<file path="config.mk">
export PLATFORM = sky130hd
export DESIGN_NAME = pmkid_cache_table_top_flat
export DESIGN_NICKNAME = d
export VERILOG_FILES = /design/src/hw/rtl/pct_pkg.sv /design/src/hw/rtl/pct_if.sv /design/src/hw/rtl/pct_entry_store.sv /design/src/hw/rtl/pmkid_cache_table_top.sv /design/src/flat_wrapper.sv
export SDC_FILE = /design/constraint.sdc
export NUM_CORES = 1
export LEC_CHECK = 0
export ABC_AREA = 0
export BUFFER_PORTS_ARGS = -buffer_cell sky130_fd_sc_hd__buf_2
export CORE_MARGIN = 4
export CORE_UTILIZATION = 55
export DETAILED_ROUTE_END_ITERATION = 12
export PLACE_DENSITY = 0.73
export SYNTH_ARGS = -nofsm -noshare
export SYNTH_HDL_FRONTEND = slang
export SYNTH_SLANG_ARGS = --single-unit
</file>
<file path="constraint.sdc">
create_clock -name i_clk -period 6.09 [get_ports i_clk]
set_clock_uncertainty 0.05 [all_clocks]
set_input_delay 0.3045 -clock i_clk [delete_from_list [all_inputs] [get_ports i_clk]]
set_output_delay 0.3045 -clock i_clk [all_outputs]
set_load 0.01 [all_outputs]
</file>
<file path="src/hw/rtl/pct_pkg.sv">
// Package for the key-cache table: command codes, entry layout, field widths
// and controller states. It depends on nothing.
package pct_pkg;

    localparam int ADDR_W = 48;
    localparam int KEY_W  = 64;
    localparam int SLOT_W = 4;

    // Operation codes carried in the cmd field of an input beat.
    typedef enum logic [1:0] {
        CMD_ADD    = 2'd0,
        CMD_REMOVE = 2'd1,
        CMD_FLUSH  = 2'd2,
        CMD_NOP    = 2'd3
    } t_cmd;

    // One row of the entry memory.
    typedef struct packed {
        logic              used;
        logic [KEY_W-1:0]  key_high;
        logic [KEY_W-1:0]  key_low;
        logic [ADDR_W-1:0] addr;
    } t_entry;

    // Controller states of the top level.
    typedef enum logic [1:0] {
        ST_IDLE,
        ST_SEARCH,
        ST_FINISH
    } t_state;

endpackage

</file>
<file path="src/hw/rtl/pct_if.sv">
// Handshake interfaces for the command channel and the result channel.
// They depend on the field widths in pct_pkg.

interface pct_in_if;
    logic                       valid;
    logic                       ready;
    logic [1:0]                 cmd;
    logic [pct_pkg::ADDR_W-1:0] station_addr;
    logic [pct_pkg::KEY_W-1:0]  key_high;
    logic [pct_pkg::KEY_W-1:0]  key_low;

    modport source (output valid, output cmd, output station_addr,
                    output key_high, output key_low, input ready);
    modport sink   (input valid, input cmd, input station_addr,
                    input key_high, input key_low, output ready);
endinterface

interface pct_out_if;
    logic                       valid;
    logic                       ready;
    logic                       accepted;
    logic                       matched;
    logic [pct_pkg::SLOT_W-1:0] slot;

    modport source (output valid, output accepted, output matched,
                    output slot, input ready);
    modport sink   (input valid, input accepted, input matched,
                    input slot, output ready);
endinterface

</file>
<file path="src/hw/rtl/pct_entry_store.sv">
// Entry memory of the key-cache table with one registered read port and one
// write port. Per-row written bits make unwritten rows read as zero.
// It depends on pct_pkg for the entry layout.
module pct_entry_store #(
    parameter int ENTRIES = 16,
    parameter int IW      = 4
) (
    input  logic            i_clk,
    input  logic            i_rst_n,
    input  logic            i_rd_en,
    input  logic [IW-1:0]   i_rd_idx,
    output pct_pkg::t_entry o_rd_data,
    input  logic            i_wr_en,
    input  logic [IW-1:0]   i_wr_idx,
    input  pct_pkg::t_entry i_wr_data,
    input  logic            i_flush
);

    pct_pkg::t_entry    r_mem [ENTRIES];
    logic [ENTRIES-1:0] r_row_ok;
    pct_pkg::t_entry    r_rd_data;
    logic               r_rd_ok;

    // Memory array: one write and one registered read a cycle.
    always_ff @(posedge i_clk) begin
        if (i_wr_en) begin
            r_mem[i_wr_idx] <= i_wr_data;
        end
        if (i_rd_en) begin
            r_rd_data <= r_mem[i_rd_idx];
        end
    end

    // Rows count as written only after a write since the last reset or flush.
    always_ff @(posedge i_clk) begin
        if (!i_rst_n) begin
            r_row_ok <= '0;
            r_rd_ok  <= 1'b0;
        end else begin
            if (i_flush) begin
                r_row_ok <= '0;
            end else if (i_wr_en) begin
                r_row_ok[i_wr_idx] <= 1'b1;
            end
            if (i_rd_en) begin
                r_rd_ok <= r_row_ok[i_rd_idx];
            end
        end
    end

    // An unwritten row reads as the cleared entry.
    assign o_rd_data = r_rd_ok ? r_rd_data : '0;

endmodule

</file>
<file path="src/hw/rtl/pmkid_cache_table_top.sv">
// Top level of the key-cache table: command intake, sequential address
// search, write-back and result register. It depends on pct_pkg, pct_if
// and pct_entry_store.
//
//  Channel  Port   Dir  Beat contents
//  command  i_in   in   cmd, station_addr, key_high, key_low
//  result   o_out  out  accepted, matched, slot
//
// An add or remove searches every row on a miss and stops early on a hit:
// the search reads one memory row per cycle through the single read port.
// Flush, no-op commands and adds of the zero address skip the search and
// go straight to the final state. One command is in work at a time; the next
// may be taken while a result still waits in the output register. Reset and
// flush clear the table at once through per-row written bits, with no
// clearing pass. A stalled result holds the controller in its final state.
module pmkid_cache_table_top #(
    parameter int ENTRIES = 16
) (
    input  logic         i_clk,
    input  logic         i_rst_n,
    pct_in_if.sink       i_in,
    pct_out_if.source    o_out
);

    localparam int IW = $clog2(ENTRIES);
    localparam logic [IW-1:0] LAST = IW'(ENTRIES - 1);

    pct_pkg::t_state r_state, n_state;
    pct_pkg::t_cmd   r_cmd;
    logic [pct_pkg::ADDR_W-1:0] r_addr;
    logic [pct_pkg::KEY_W-1:0]  r_khi, r_klo;
    logic [pct_pkg::KEY_W-1:0]  r_hit_khi, r_hit_klo;
    logic [IW-1:0]   r_idx, r_cmp_idx, r_hit_idx, r_ptr;
    logic            r_all_issued, r_cmp_vld, r_hit;
    logic            r_out_valid, r_out_acc, r_out_match;
    logic [pct_pkg::SLOT_W-1:0] r_out_slot;

    logic            in_beat, out_free, hit_now, last_cmp, skip_search;
    logic            rd_en, wr_en, flush, finish;
    logic [IW-1:0]   wr_idx;
    pct_pkg::t_entry wr_data, rd_data;
    logic            res_acc, res_match;
    logic [IW-1:0]   res_idx;
    logic            ptr_load;
    logic [IW-1:0]   ptr_next;

    assign in_beat  = i_in.valid && i_in.ready;
    assign out_free = !r_out_valid || o_out.ready;
    assign hit_now  = r_cmp_vld && (rd_data.addr == r_addr);
    assign last_cmp = r_cmp_vld && (r_cmp_idx == LAST);
    assign finish   = (r_state == pct_pkg::ST_FINISH) && out_free;

    // Commands that need no search go straight to the final state.
    assign skip_search =
        (pct_pkg::t_cmd'(i_in.cmd) == pct_pkg::CMD_FLUSH) ||
        (pct_pkg::t_cmd'(i_in.cmd) == pct_pkg::CMD_NOP) ||
        ((pct_pkg::t_cmd'(i_in.cmd) == pct_pkg::CMD_ADD) && (i_in.station_addr == '0));

    // Next state.
    always_comb begin
        n_state = r_state;
        unique case (r_state)
            pct_pkg::ST_IDLE: begin
                if (in_beat) begin
                    n_state = skip_search ? pct_pkg::ST_FINISH : pct_pkg::ST_SEARCH;
                end
            end
            pct_pkg::ST_SEARCH: begin
                if (hit_now || last_cmp) begin
                    n_state = pct_pkg::ST_FINISH;
                end
            end
            pct_pkg::ST_FINISH: begin
                if (out_free) begin
                    n_state = pct_pkg::ST_IDLE;
                end
            end
            default: n_state = pct_pkg::ST_IDLE;
        endcase
    end

    // State outputs: memory reads during the search, write-back and result at the end.
    always_comb begin
        rd_en     = (r_state == pct_pkg::ST_SEARCH) && !r_all_issued;
        wr_en     = 1'b0;
        wr_idx    = r_hit_idx;
        wr_data   = '0;
        flush     = 1'b0;
        res_acc   = 1'b0;
        res_match = 1'b0;
        res_idx   = '0;
        ptr_load  = 1'b0;
        ptr_next  = r_ptr;
        if (finish) begin
            case (r_cmd)
                pct_pkg::CMD_ADD: begin
                    if (r_addr != '0) begin
                        res_acc          = 1'b1;
                        res_match        = r_hit;
                        res_idx          = r_hit ? r_hit_idx : r_ptr;
                        wr_en            = 1'b1;
                        wr_idx           = res_idx;
                        wr_data.used     = 1'b1;
                        wr_data.key_high = r_khi;
                        wr_data.key_low  = r_klo;
                        wr_data.addr     = r_addr;
                        ptr_load         = 1'b1;
                        ptr_next         = (res_idx == LAST) ? '0 : res_idx + 1'b1;
                    end
                end
                pct_pkg::CMD_REMOVE: begin
                    res_acc          = 1'b1;
                    res_match        = r_hit;
                    res_idx          = r_hit ? r_hit_idx : '0;
                    wr_en            = r_hit;
                    wr_data.key_high = r_hit_khi;
                    wr_data.key_low  = r_hit_klo;
                end
                pct_pkg::CMD_FLUSH: begin
                    res_acc  = 1'b1;
                    flush    = 1'b1;
                    ptr_load = 1'b1;
                    ptr_next = '0;
                end
                default: begin
                    res_acc = 1'b0;
                end
            endcase
        end
    end

    // Control registers.
    always_ff @(posedge i_clk) begin
        if (!i_rst_n) begin
            r_state      <= pct_pkg::ST_IDLE;
            r_idx        <= '0;
            r_all_issued <= 1'b0;
            r_cmp_vld    <= 1'b0;
            r_hit        <= 1'b0;
            r_ptr        <= '0;
            r_out_valid  <= 1'b0;
        end else begin
            r_state   <= n_state;
            r_cmp_vld <= rd_en;
            if (in_beat) begin
                r_idx        <= '0;
                r_all_issued <= 1'b0;
                r_hit        <= 1'b0;
            end else if (rd_en) begin
                r_idx        <= (r_idx == LAST) ? r_idx : r_idx + 1'b1;
                r_all_issued <= (r_idx == LAST);
            end
            if ((r_state == pct_pkg::ST_SEARCH) && hit_now) begin
                r_hit <= 1'b1;
            end
            if (ptr_load) begin
                r_ptr <= ptr_next;
            end
            if (finish) begin
                r_out_valid <= 1'b1;
            end else if (o_out.ready) begin
                r_out_valid <= 1'b0;
            end
        end
    end

    // Payload registers: command beat, search position, hit record, result.
    always_ff @(posedge i_clk) begin
        if (in_beat) begin
            r_cmd  <= pct_pkg::t_cmd'(i_in.cmd);
            r_addr <= i_in.station_addr;
            r_khi  <= i_in.key_high;
            r_klo  <= i_in.key_low;
        end
        r_cmp_idx <= r_idx;
        if ((r_state == pct_pkg::ST_SEARCH) && hit_now) begin
            r_hit_idx <= r_cmp_idx;
            r_hit_khi <= rd_data.key_high;
            r_hit_klo <= rd_data.key_low;
        end
        if (finish) begin
            r_out_acc   <= res_acc;
            r_out_match <= res_match;
            r_out_slot  <= pct_pkg::SLOT_W'(res_idx);
        end
    end

    pct_entry_store #(
        .ENTRIES (ENTRIES),
        .IW      (IW)
    ) u_store (
        .i_clk     (i_clk),
        .i_rst_n   (i_rst_n),
        .i_rd_en   (rd_en),
        .i_rd_idx  (r_idx),
        .o_rd_data (rd_data),
        .i_wr_en   (wr_en),
        .i_wr_idx  (wr_idx),
        .i_wr_data (wr_data),
        .i_flush   (flush)
    );

    assign i_in.ready     = (r_state == pct_pkg::ST_IDLE);
    assign o_out.valid    = r_out_valid;
    assign o_out.accepted = r_out_acc;
    assign o_out.matched  = r_out_match;
    assign o_out.slot     = r_out_slot;

`ifndef NO_ASSERTIONS
    // The replacement pointer never leaves the table.
    a_ptr_range: assert property (@(posedge i_clk) disable iff (!i_rst_n)
        r_ptr <= LAST)
        else $error("replacement pointer out of range");

    // A command taken from the input leaves the idle state.
    a_accept_busy: assert property (@(posedge i_clk) disable iff (!i_rst_n)
        in_beat |=> (r_state != pct_pkg::ST_IDLE))
        else $error("command taken without leaving idle");

    // Finishing with a free output register presents a result and returns to idle.
    a_finish_out: assert property (@(posedge i_clk) disable iff (!i_rst_n)
        finish |=> (r_out_valid && (r_state == pct_pkg::ST_IDLE)))
        else $error("finished command produced no result");

    // A reported match always comes with an accepted operation.
    a_match_acc: assert property (@(posedge i_clk) disable iff (!i_rst_n)
        (o_out.valid && o_out.matched) |-> o_out.accepted)
        else $error("match reported on a rejected operation");

    // A hit is only recorded while searching.
    a_hit_search: assert property (@(posedge i_clk) disable iff (!i_rst_n)
        $rose(r_hit) |-> ($past(r_state) == pct_pkg::ST_SEARCH))
        else $error("hit recorded outside the search");
`endif

endmodule

</file>
<file path="src/flat_wrapper.sv">
// flat-port wrapper written by rule: the top's interface ports become plain ports
module pmkid_cache_table_top_flat 
#(
    parameter int ENTRIES = 16
)
  (i_clk, i_rst_n, i_in_valid, i_in_cmd, i_in_station_addr, i_in_key_high, i_in_key_low, i_in_ready, o_out_valid, o_out_accepted, o_out_matched, o_out_slot, o_out_ready);
  pct_in_if i_in_i ();
  pct_out_if o_out_i ();
  input  logic i_clk;
  input  logic i_rst_n;
  input wire logic [$bits(i_in_i.valid)-1:0] i_in_valid;
  input wire logic [$bits(i_in_i.cmd)-1:0] i_in_cmd;
  input wire logic [$bits(i_in_i.station_addr)-1:0] i_in_station_addr;
  input wire logic [$bits(i_in_i.key_high)-1:0] i_in_key_high;
  input wire logic [$bits(i_in_i.key_low)-1:0] i_in_key_low;
  output wire logic [$bits(i_in_i.ready)-1:0] i_in_ready;
  output wire logic [$bits(o_out_i.valid)-1:0] o_out_valid;
  output wire logic [$bits(o_out_i.accepted)-1:0] o_out_accepted;
  output wire logic [$bits(o_out_i.matched)-1:0] o_out_matched;
  output wire logic [$bits(o_out_i.slot)-1:0] o_out_slot;
  input wire logic [$bits(o_out_i.ready)-1:0] o_out_ready;
  assign i_in_i.valid = i_in_valid;
  assign i_in_i.cmd = i_in_cmd;
  assign i_in_i.station_addr = i_in_station_addr;
  assign i_in_i.key_high = i_in_key_high;
  assign i_in_i.key_low = i_in_key_low;
  assign i_in_ready = i_in_i.ready;
  assign o_out_valid = o_out_i.valid;
  assign o_out_accepted = o_out_i.accepted;
  assign o_out_matched = o_out_i.matched;
  assign o_out_slot = o_out_i.slot;
  assign o_out_i.ready = o_out_ready;
  pmkid_cache_table_top #(.ENTRIES(ENTRIES)) u_core (.i_clk(i_clk), .i_rst_n(i_rst_n), .i_in(i_in_i), .o_out(o_out_i));
endmodule
</file>
==> reports/summary.txt, run 1 <==
Adder and majority cell fraction of the synthesized area = 0.00212
Most common cell in the netlist = sky130_fd_sc_hd__edfxtp_1
Number of synthesized flops with an enable pin = 876
Kind of launch point of the worst setup path = flip-flop
Overall fraction of global-route tracks in use = 0.250
Number of instances in the synthesized netlist = 1640
Worst hold path type = input port to flip-flop
Count of H-tree levels built during CTS = 3
Number of global-route vias before repair = 18.2k
Nets@finish = 1997
Die ar. = 0.0686 sq mm
Post-synthesis instance area = 0.0355 sq mm
Yosys top cell by area = sky130_fd_sc_hd__edfxtp_1
Maximum clock frequency = 206 MHz
Clk Tree Root Cell = sky130_fd_sc_hd__clkbuf_16
Synth unique cells = 55
Synthesis-stage register bit count = 911
Gr ovfl total = 0
Synthesized net count = 1828
Setup TNS = 0 ns
Peak supply drop = 0.224 mV
Worst-case headroom to the max-slew limit = 0.178
Share of cell area taken by muxes after synthesis = 0.158
Power density of the placed cells = 325 mW/mm^2
PortBufs = 61
Final setup vio count = 0
Share of Yosys cell area claimed by the top area cell type = 0.742
Global-route wire length before repair = 123000 microns
Area share of xor/xnor cells in the synthesized design = 0.00272
Detailed router's first-iteration violation count = 2288
Cell types occupying the most area after synthesis = sky130_fd_sc_hd__edfxtp_1 (74%), sky130_fd_sc_hd__mux4_2 (16%), sky130_fd_sc_hd__dfxtp_1 (2.0%)
DRT Wirelength = 84000 microns
Area fraction in compound gates after synthesis = 0.0217
Class of the most critical setup path = flip-flop to flip-flop
Unrepaired setup endpoints after global routing = false
DRC viols = 0
Post-synthesis simple-gate area fraction = 0.0426
Via density per instance = 6.57
Post-route insts no fill = 2727
Arrival time at the worst endpoint = 5.07 ns
Gp weighted congestion = 0.915
Die Span Y = 262 microns
Post-detailed-route count of antenna-violating nets = 0
Area delta synth->final = 14.7%
Clock-pin slew reported for the worst setup and hold paths after clock tree synthesis = 0.06 ns
Register-to-register setup slack = 1.24 ns
Number of buffers inserted by post-CTS setup repair = 0
Die Span X = 262 microns
Top post-synthesis cells by count = sky130_fd_sc_hd__edfxtp_1 (876), sky130_fd_sc_hd__mux4_2 (245), sky130_fd_sc_hd__and2_1 (51)
Run status = completed
Number of antenna violations at the first check in global routing = 1
Area of the core = 0.0634 sq mm
Maximum number of pins on one net before global-route repair = 103
Min Clock Period, post-route = 4.85 ns
Combinational family with the most area after synthesis = multiplexers
Max-cap check violation count = 0
Effective utilization at floorplan = 0.559
I/O pin total = 190
Clock sink total = 911
WP data required = 6.32 ns
Deepest clock path buffer count = 3
Clock tree from TritonCTS = built
Post-synth ARST share = 0
Slew @ Worst Pin = 1.22 ns
CTS Hold Bufs = 53
Share of the clock period used by the worst path after layout = 0.796
Number of buffers inserted during clock tree synthesis = 90
Per-instance average area after synthesis = 21.6 sq um
Final hold violation count = 0
# rows = 92
Cell count after placement = 2510
Average wire per cell in the routed design = 30.8 microns
DPL Wire Length = 43500 microns
Worst hold slack after final layout = 0.333 ns
CTS-repair resized insts = 0
Share of post-route cells with drive strength above 1 = 0.273
Utilization of the core after routing = 0.641
Via count of the routed design = 17.9k
Critical path endpoint category = flip-flop
Main synth FF type = sky130_fd_sc_hd__edfxtp_1
Pins over their slew limit = 0
Worst-skew pair later-pin latency = 0.65 ns
Sequential share of the synthesized area = 0.762
Syn. warnings = 0
Router iterations before antenna repair = 5
Crit-path max FO = 22
Leakage Power = 13.2 nW
[sequential cells by signal, summed over array words and instances, names as in the netlist, 2 cells and up]
register / flops
u_core.u_store.r_mem: 768
u_core.r_addr: 48
u_core.u_store.r_rd_data: 48
u_core.u_store.r_row_ok: 16
u_core.o_out.slot: 4
u_core.r_cmp_idx: 4
u_core.r_hit_idx: 4
u_core.r_idx: 4
u_core.r_ptr: 4
u_core.r_cmd: 2
u_core.r_state: 2
[logic make-up (layout without fill, tap and decap cells)]
group           Yosys count  after routing
compound gates          105            105
xor+xnor                 11             11
fa+ha+maj                 6              6
buf+inv                  98            338
flops                   911            911
mux                     253            253
other cells               0              1
simple gates            256            256
[layout make-up]
cell class	count	area, sq um
inverters	28	105
multi-input cells	631	8220
flip-flops and latches	911	27000
fillers	4019	22700
repair buffers	147	1200
clock inverters	53	664
clock buffers	110	2410
diodes	1	2.50
well taps	846	1060
[layout by cell type, fill, tap and decap left out, types with 19 or more instances in the layout]
master / netlist / layout
sky130_fd_sc_hd__and2_1: 51 / 51
sky130_fd_sc_hd__buf_2: 15 / 61
sky130_fd_sc_hd__buf_4: 0 / 24
sky130_fd_sc_hd__clkbuf_16: 0 / 93
sky130_fd_sc_hd__dfxtp_1: 35 / 31
sky130_fd_sc_hd__dlygate4sd3_1: 0 / 53
sky130_fd_sc_hd__edfxtp_1: 876 / 876
sky130_fd_sc_hd__inv_1: 28 / 27
sky130_fd_sc_hd__mux4_2: 245 / 245
sky130_fd_sc_hd__nand2_1: 23 / 23
sky130_fd_sc_hd__nand2b_1: 22 / 22
sky130_fd_sc_hd__nor2_1: 29 / 19
sky130_fd_sc_hd__nor2b_1: 28 / 28
sky130_fd_sc_hd__nor4_1: 36 / 36
sky130_fd_sc_hd__o21ai_0: 21 / 21
[per-layer routing]
metal  wire length [microns]  GRT usage  up-vias
met4                    2490     0.0828        0
met3                    7960     0.0446      159
met1                   32300      0.363     9492
met2                   41300      0.395     1010
met5                       0          0        -
li1                        -          -     7262
[metrics by stage]
step	instance area (sq um)	setup WS [ns]	power, W
after floorplan	35500	1.46	0.00738
final	40700	1.24	0.0132
after detailed placement	37100	1.38	0.00757
after global routing	40700	1.12	0.0136
after global placement	37100	1.48	0.00755
after CTS	40700	1.31	0.0133
[final timing paths]
path,start,end,cells past startpoint
worst max-delay path,u_core.r_addr[0],u_core.u_store.r_mem[14][40],6
worst min register to register,u_core.r_cmp_idx[0],u_core.r_hit_idx[0],0
worst min-delay path,i_in_station_addr[42],u_core.r_addr[42],2
worst max register to register,u_core.r_addr[0],u_core.u_store.r_mem[14][40],6
[worst max-delay path, cell delays in order, from the launching register on]
cell	delay [ns]
sky130_fd_sc_hd__edfxtp_1	0.48
sky130_fd_sc_hd__nor4_1	0.71
sky130_fd_sc_hd__nand4_1	0.28
sky130_fd_sc_hd__o41ai_4	0.92
sky130_fd_sc_hd__mux2i_1	0.51
sky130_fd_sc_hd__a21oi_4	0.97
sky130_fd_sc_hd__buf_4	0.54
[power breakdown]
group          switching (W)  internal, W
sequential         0.0000900      0.00689
combinational       0.000264     0.000221
clock                0.00232      0.00342
total                0.00267       0.0105
(Power assumes the default switching activity.)
==> run 2: changes to the inputs <==
--- a/config.mk
+++ b/config.mk
@@ -10,7 +10,7 @@
 export CORE_MARGIN = 4
 export CORE_UTILIZATION = 55
 export DETAILED_ROUTE_END_ITERATION = 12
-export PLACE_DENSITY = 0.73
+export PLACE_DENSITY = 0.76
 export SYNTH_ARGS = -nofsm -noshare
 export SYNTH_HDL_FRONTEND = slang
 export SYNTH_SLANG_ARGS = --single-unit
==> constraint.sdc (replaced) <==
create_clock -name i_clk -period 4.13 [get_ports i_clk]
set_clock_uncertainty 0.05 [all_clocks]
set_input_delay 0.2065 -clock i_clk [delete_from_list [all_inputs] [get_ports i_clk]]
set_output_delay 0.2065 -clock i_clk [all_outputs]
set_load 0.01 [all_outputs]
==> reports/summary.txt, run 2 (synthesis results as in run 1) <==
Run status = completed
Share of post-route cells with drive strength above 1 = 0.276 (+0.00277)
Setup TNS = 0 ns (unchanged)
Largest registers = u_core.u_store.r_mem x768, u_core.r_addr x48, u_core.u_store.r_rd_data x48
Worst hold path type = input port to flip-flop
Via density per instance = 6.60 (+0.36%)
# rows = 92 (unchanged)
Count of H-tree levels built during CTS = 3 (unchanged)
Min Clock Period, post-route = 3.57 ns (-1.27 ns)
Number of cells traversed by the worst hold path = 2 (unchanged)
Cell count after placement = 2534 (+0.96%)
Power density of the placed cells = 467 mW/mm^2 (+44%)
Unrepaired setup endpoints after global routing = false
Post-route insts no fill = 2749 (+0.81%)
Worst-skew pair later-pin latency = 0.64 ns (about the same)
DPL Wire Length = 44900 microns (+3.3%)
WP data required = 4.34 ns (-1.98 ns)
I/O pin total = 190 (unchanged)
Number of global-route vias before repair = 18.2k (-0.071%)
Critical path cell sequence = nor4_1 -> nand4_1 -> o41ai_4 -> buf_4 -> and4b_4 -> a32oi_4 -> nor2_4 -> buf_4
Maximum single-stage delay on the critical path = 0.62 ns (-0.35 ns)
Number of buffers inserted during clock tree synthesis = 89 (-1.1%)
Final setup vio count = 0 (unchanged)
Class of the most critical setup path = flip-flop to flip-flop
Clock tree from TritonCTS = built
Maximum clock frequency = 280 MHz (+36%)
Post-route worst setup slack = 0.556 ns (-0.687 ns)
Reg2Reg Depth = 8 (+2)
Peak supply drop = 0.415 mV (+85%)
Pins over their slew limit = 0 (unchanged)
Area delta synth->final = 15.4%
Global-route wire length before repair = 124000 microns (+0.98%)
Master of the slowest instance on the critical path = sky130_fd_sc_hd__nor4_1
Leakage Power = 13.3 nW (+0.68%)
FILL cells = 4001 (-0.45%)
Average wire per cell in the routed design = 30.9 microns (+0.22%)
Clock share of power = 0.423 (-0.012)
Router iterations before antenna repair = 5 (unchanged)
Slew @ Worst Pin = 1.17 ns (-0.0543 ns)
Sequential Area = 0.0270 sq mm (unchanged)
Max-cap check violation count = 0 (unchanged)
Maximum number of pins on one net before global-route repair = 69 (-33%)
DRT Wirelength = 84900 microns (+1.0%)
Sequential group share of total power = 0.538 (+0.009)
Relative contribution of combinational cells to total power = 0.038 (about the same)
Arrival time at the worst endpoint = 3.78 ns (-1.29 ns)
Gr ovfl total = 0 (unchanged)
Switch share = 0.203 (+0.000662)
Number of buffers inserted by post-CTS setup repair = 0 (unchanged)
Number of antenna violations at the first check in global routing = 4 (+3)
Clk Tree Root Cell = sky130_fd_sc_hd__clkbuf_16
Overall fraction of global-route tracks in use = 0.254 (+0.00372)
Area of combinational cells with multiple inputs = 0.00822 sq mm (unchanged)
Flip-flop count of the largest register after layout = 768 (unchanged)
Post-detailed-route count of antenna-violating nets = 0 (unchanged)
CTS-repair resized insts = 0 (unchanged)
Crit-path max FO = 20 (-9.1%)
Die Span X = 262 microns (unchanged)
Cell class contributing the biggest share of worst-path delay = simple AND/OR/NAND/NOR gates
Area of the core = 0.0634 sq mm (unchanged)
Detailed router's first-iteration violation count = 2568 (+12%)
Share of the clock period used by the worst path after layout = 0.865 (+0.0694)
Die ar. = 0.0686 sq mm (unchanged)
Deepest clock path buffer count = 3 (unchanged)
PortBufs = 61 (unchanged)
Number of stages on the worst setup path = 8 (+2)
Critical path endpoint category = flip-flop
Clock sink total = 911 (unchanged)
Die Span Y = 262 microns (unchanged)
Kind of launch point of the worst setup path = flip-flop
Clock-pin slew reported for the worst setup and hold paths after clock tree synthesis = 0.07 ns (about the same)
Highest-count cells in the layout ignoring fill and taps = sky130_fd_sc_hd__edfxtp_1 (876), sky130_fd_sc_hd__mux4_2 (245), sky130_fd_sc_hd__clkbuf_16 (90)
Pre-CTS worst setup slack = 0.630 ns (-0.751 ns)
Switching power = 0.00388 W (+45%)
Worst hold slack after final layout = 0.248 ns (-0.0853 ns)
Effective utilization at floorplan = 0.559 (unchanged)
CTS Hold Bufs = 53 (unchanged)
Nets@finish = 2020 (+1.2%)
Critical path buffer and inverter count = 2 (+1)
DRC viols = 0 (unchanged)
Leading cell type in the layout, fill and taps excluded = sky130_fd_sc_hd__edfxtp_1
Cell type with the highest occurrence count on the critical path = sky130_fd_sc_hd__buf_4
Top register by number of flip-flops = u_core.u_store.r_mem
Worst-case headroom to the max-slew limit = 0.221 (+0.0427)
Via count of the routed design = 18.1k (+1.2%)
Gp weighted congestion = 0.898 (-1.9%)
Pint = 0.0152 W (+45%)
Final hold violation count = 0 (unchanged)
run 2: cell count changes in the layout (fill, tap and decap cells not counted), sizes merged:
cell | previous run | this run
clkbuf | 110 | 108
diode | 1 | 2
clkinvlp | 4 | 1
inv | 34 | 31
bufinv | 14 | 12
buf | 94 | 118
clkinv | 29 | 36
run 2: final timing paths:
| kind | slack [ns] | from | end |
|---|---|---|---|
| worst min-delay path | 0.25 | i_in_station_addr[33] | u_core.r_addr[33] |
| worst max-delay path | 0.56 | u_core.r_addr[2] | u_core.u_store.r_mem[9][32] |
| worst max register to register | 0.56 | u_core.r_addr[2] | u_core.u_store.r_mem[9][32] |
| worst min register to register | 0.38 | u_core.r_cmp_idx[1] | u_core.r_hit_idx[1] |
run 2: final cells by class:
cell class                 count  share of cell area
antenna                        2            0.000122
clock buffer                 108              0.0567
clock inverter                52              0.0137
inverter                      28             0.00257
multi-input combinational    631               0.201
sequential                   911               0.660
tap                          846              0.0259
timing repair buffer         171              0.0400
run 2: power by group through the flow:
| stage | logic (W) | clock network, W | registers, W |
|---|---|---|---|
| after floorplan | 0.000471 | 0 | 0.0104 |
| after global placement | 0.000667 | 0 | 0.0105 |
| after detailed placement | 0.000681 | 0 | 0.0105 |
| after CTS | 0.000730 | 0.00819 | 0.0103 |
| after global routing | 0.000781 | 0.00862 | 0.0103 |
| final | 0.000731 | 0.00809 | 0.0103 |
run 2: per-layer routing:
layer | vias up | wire, microns | global-route usage
met5 | - | 24 | 0
met4 | 4 | 2700 | 0.0808
met3 | 170 | 8830 | 0.0492
met2 | 1203 | 41400 | 0.399
met1 | 9447 | 31900 | 0.370
li1 | 7309 | - | -
run 2: through the flow:
step	util	instance area, sq um	power [W]
after global routing	0.645	40900	0.0197
after global placement	0.591	37500	0.0111
after detailed placement	0.591	37500	0.0112
after floorplan	-	35500	0.0109
after CTS	0.645	40900	0.0192
final	0.645	40900	0.0191
